**src/sv/cau_pkg.sv**
```systemverilog
// shared types and constants for the complex arithmetic unit
// no dependencies; imported by every module of the block
`default_nettype none
package cau_pkg;

   localparam int DataW       = 32;
   localparam int ProdW       = 64;
   localparam int QFrac       = 16;
   localparam int DivSteps    = ProdW + QFrac;
   localparam int QUEUE_DEPTH = 4;

   typedef enum logic [1:0] {
      OP_ADD = 2'd0,
      OP_SUB = 2'd1,
      OP_MUL = 2'd2,
      OP_DIV = 2'd3
   } op_type;

   // classified work item passed from front to back
   typedef struct packed {
      op_type             op;
      logic [DataW-1:0]   fast_re;
      logic [DataW-1:0]   fast_im;
      logic               fast_ov;
      logic               dz;
      logic [ProdW-1:0]   den;
      logic [ProdW-1:0]   mag_re;
      logic [ProdW-1:0]   mag_im;
      logic               neg_re;
      logic               neg_im;
   } item_type;

   typedef struct packed {
      logic full;
      logic empty;
   } qstat_type;

endpackage
`default_nettype wire

```
**src/sv/cau_queue.sv**
```systemverilog
// small decoupling fifo between front and back of the complex arithmetic unit
// depends on cau_pkg
`default_nettype none
module cau_queue import cau_pkg::*; #(
   parameter int Depth = QUEUE_DEPTH
) (
   input  wire logic      clock,
   input  wire logic      reset,
   input  wire logic      push,
   input  wire item_type  push_item,
   input  wire logic      pop,
   output item_type       pop_item,
   output qstat_type      q_stat
);

   localparam int AW = (Depth > 1) ? $clog2(Depth) : 1;
   localparam int CW = $clog2(Depth + 1);

   item_type mem_ff [Depth];
   logic [AW-1:0] wr_ff, rd_ff, wr_in, rd_in;
   logic [CW-1:0] cnt_ff, cnt_in;

   assign q_stat.full  = (cnt_ff == CW'(Depth));
   assign q_stat.empty = (cnt_ff == '0);
   assign pop_item     = mem_ff[rd_ff];

   always_comb begin
      wr_in  = wr_ff;
      rd_in  = rd_ff;
      cnt_in = cnt_ff;
      if (push) wr_in = (wr_ff == AW'(Depth - 1)) ? '0 : wr_ff + 1'b1;
      if (pop)  rd_in = (rd_ff == AW'(Depth - 1)) ? '0 : rd_ff + 1'b1;
      if (push && !pop)      cnt_in = cnt_ff + 1'b1;
      else if (!push && pop) cnt_in = cnt_ff - 1'b1;
   end

   always_ff @(posedge clock) begin
      if (reset) begin
         wr_ff  <= '0;
         rd_ff  <= '0;
         cnt_ff <= '0;
      end else begin
         wr_ff  <= wr_in;
         rd_ff  <= rd_in;
         cnt_ff <= cnt_in;
      end
   end

   always_ff @(posedge clock) begin
      if (push) mem_ff[wr_ff] <= push_item;
   end

endmodule
`default_nettype wire

```
**config.mk**
```make
export PLATFORM = sky130hd
export DESIGN_NAME = cau_queue
export DESIGN_NICKNAME = d
export VERILOG_FILES = /design/src/sv/cau_pkg.sv /design/src/sv/cau_queue.sv
export SDC_FILE = /design/constraint.sdc
export NUM_CORES = 1
export LEC_CHECK = 0
export BUFFER_PORTS_ARGS = -buffer_cell sky130_fd_sc_hd__buf_2
export CAP_MARGIN = 5
export CORE_MARGIN = 8
export CORE_UTILIZATION = 50
export CTS_CLUSTER_SIZE = 40
export DETAILED_ROUTE_END_ITERATION = 12
export PLACE_DENSITY_LB_ADDON = 0.1
export SYNTH_ARGS = -nofsm -noshare
export SYNTH_HDL_FRONTEND = slang
export SYNTH_SLANG_ARGS = --single-unit
```
**constraint.sdc**
```tcl
create_clock -name clock -period 7.7 [get_ports clock]
set_input_delay 0.385 -clock clock [delete_from_list [all_inputs] [get_ports clock]]
set_output_delay 0.385 -clock clock [all_outputs]
set_load 0.01 [all_outputs]
```
==> results.toml <==
[global_route]
grt_pass1_vias = 19400
grt_max_degree = 158
gr-total-overflow = 0
met1_usage_pct = 24.0
gr-max-usage-layer = "met2"
grt_use_met3_pct = 5.71
antenna_found_initial = 14
grt_first_pass_wirelength_mm = 123
grt_util_all_layers_pct = 18.9
grt_use_met2_pct = 31.7

[power]
ir_worst_vdd_mv = 0.218
p_leak_nw = 16.2
power_per_cell_area_mw_per_mm2 = 265

[worst_hold_path]
hp-class = "input pin to flip-flop"

[floorplanning]
io_pins = 530
die-area_mm2 = 0.0855
start_util_pct = 50.4
coreArea_mm2 = 0.0758
die_height_um = 292
die_x_um = 292
num_rows = 101

[sta]
setup_violations = 0
fin_worst_skew_ns = 0.0255
hold_viol = 0
rsz0062_at_grt = "false"
relSlewSlack_pct = 9.54
fin_crit_ns = 3.70
fmax_mhz = 270
hold_slack_ns = 0.0842
finalSetupTns_ns = 0
finalCritPeriodShare_pct = 48.0
slew_viol_final = 0
worst_pin_slew_ns = 1.36

[worst_setup_path]
crit_slowest_cell = "dfxtp_4"
critical_path.top_delay_family = "flip-flops"
reg2reg_slack_ns = 4.63
worst-path-stages = 3
timing.rr.end = "mem_ff[2][117]"
end_kind = "output pin"
cp.arrival_ns = 3.31
critical_path_class = "flip-flop to output pin"
worstPathMaxFanout = 138
crit_chain = "buf_12 -> mux4_2 -> buf_2"
endpoint = "pop_item[220]"
regToRegStartpoint = "wr_ff[0]"
slowest_delay_ns = 0.99
r2r_cells = 5
critPathBufInv = 2
critPathRequiredTime_ns = 7.32
critPathLaunchType = "flip-flop"

[synth]
synthCells = 1412
ys_warn_count = 0
syn_avg_cell_area_um2 = 27.1
synth_nets = 1685
synth_seq_cells = 1057
ys_types = 18
syn-cell-area_mm2 = 0.0382
ys_seq_area_share_pct = 82.8

[drt]
viasPerCell = 5.39
vias = 18000
ant_nets = 0
drtIter0Drc = 994
routed_wl_mm = 82.3
drc = 0
wl_per_cell_um = 24.6
firstDrtPassIters = 5

[cells_and_area]
drive_gt1_share_pct = 41.2
final_cell_mix = "edfxtp_1 (1048), buf_2 (529), mux4_2 (262), dlygate4sd3_1 (262), clkbuf_16 (107)"
areaGrowthSynthToFinish_pct = 25.3
final_core_util_pct = 63.2
nets = 2543
final_common_cell = "edfxtp_1"

[clocking]
clock_sinks = 1057
cts_root_buf = "clkbuf_16"
clk_pin_slew_worst_paths_ns = 0.06
clockBufferDepth = 3
worstSkewPairLatency_ns = 0.65
cts.repair.resized = 0
h-tree-depth = 3
postCtsHoldBufs = 262
cts_setup_buffers = 0
cts_buffers = 106
cts_tree = "done"

[job]
cap_violations = 0

[run_status]
outcome = "finished clean"

[place]
finalWeightedCongestion = 0.754
hpwlAfterDp_mm = 49.3
io_buffers = 529
==> Yosys cell counts, drive strengths merged <==
cell type / number / area, um^2
a21oi: 2 / 10.0
mux2i: 4 / 40.0
ha: 6 / 75.1
o21ai: 1 / 5.00
nor3: 1 / 5.00
nor2: 7 / 26.3
fa: 1 / 20.0
dfxtp: 9 / 180
mux4: 262 / 5900
and2: 4 / 25.0
clkbuf: 9 / 33.8
or3: 1 / 6.26
buf: 49 / 377
inv: 4 / 15.0
edfxtp: 1048 / 31500
nor3b: 2 / 15.0
xor2: 2 / 17.5
==> power by group <==
group	total, mW	switching, mW	internal [mW]
registers	6.67	0.0662	6.60
logic	1.18	0.637	0.542
clock network	4.85	2.06	2.79
total	12.7	2.76	9.93
==> worst register-to-register path, stage by stage (launching register included) <==
cell	delay, ns
dfxtp_1	0.35
inv_1	0.09
ha_1	0.15
and2_4	0.15
buf_12	0.58
buf_4	1.19
==> cells by family after synthesis <==
family          after synthesis  synth area share (%)
fa+ha+maj                     7                 0.249
buf+inv                      62                  1.11
flops                      1057                  82.8
xor+xnor                      2                0.0458
mux                         266                  15.5
compound gates                3                0.0393
simple gates                 15                 0.203
==> area by class of cell <==
| class | instances | area (um^2) |
|---|---|---|
| fill | 5239 | 27900 |
| tap | 978 | 1220 |
| timing repair buffer | 808 | 5490 |
| inverter | 4 | 15.0 |
| multi-input combinational | 293 | 6160 |
| clock buffer | 129 | 2800 |
| clock inverter | 67 | 509 |
| antenna | 14 | 35.0 |
| sequential | 1057 | 31700 |
==> worst min-delay path by stage <==
| stage | startpoint | end | cells after the start |
|---|---|---|---|
| after global placement | cnt_ff[2] | cnt_ff[2] | 2 |
| after global routing | push_item[104] | mem_ff[2][104] | 1 |
| after floorplan | reset | cnt_ff[2] | 1 |
| after detailed placement | cnt_ff[2] | cnt_ff[2] | 2 |
| after CTS | push_item[104] | mem_ff[2][104] | 1 |
| final | push_item[104] | mem_ff[2][104] | 1 |
==> state kept, by name (all words and copies together) (netlist names), named ones only <==
name	count
mem_ff	1048
cnt_ff	3
rd_ff	2
wr_ff	2
==> metrics by stage <==
stage	total power, mW	instances	cell area [um^2]	worst slack [ns]
6_report	12.7	3350	47900	4.00
5_1_grt	13.1	3342	47900	3.93
4_1_cts	12.8	3336	47800	3.97
3_5_place_dp	7.88	2878	41900	4.66
3_3_place_gp	7.86	2878	41900	4.70
2_1_floorplan	7.43	1412	38200	0.566
==> per-layer routing <==
layer / vias up / wire length [um]
li1: 7910 / -
met1: 9499 / 32800
met2: 497 / 41600
met3: 132 / 5690
met4: 10 / 2220
met5: - / 64
Power figures use the tool's default switching activity.
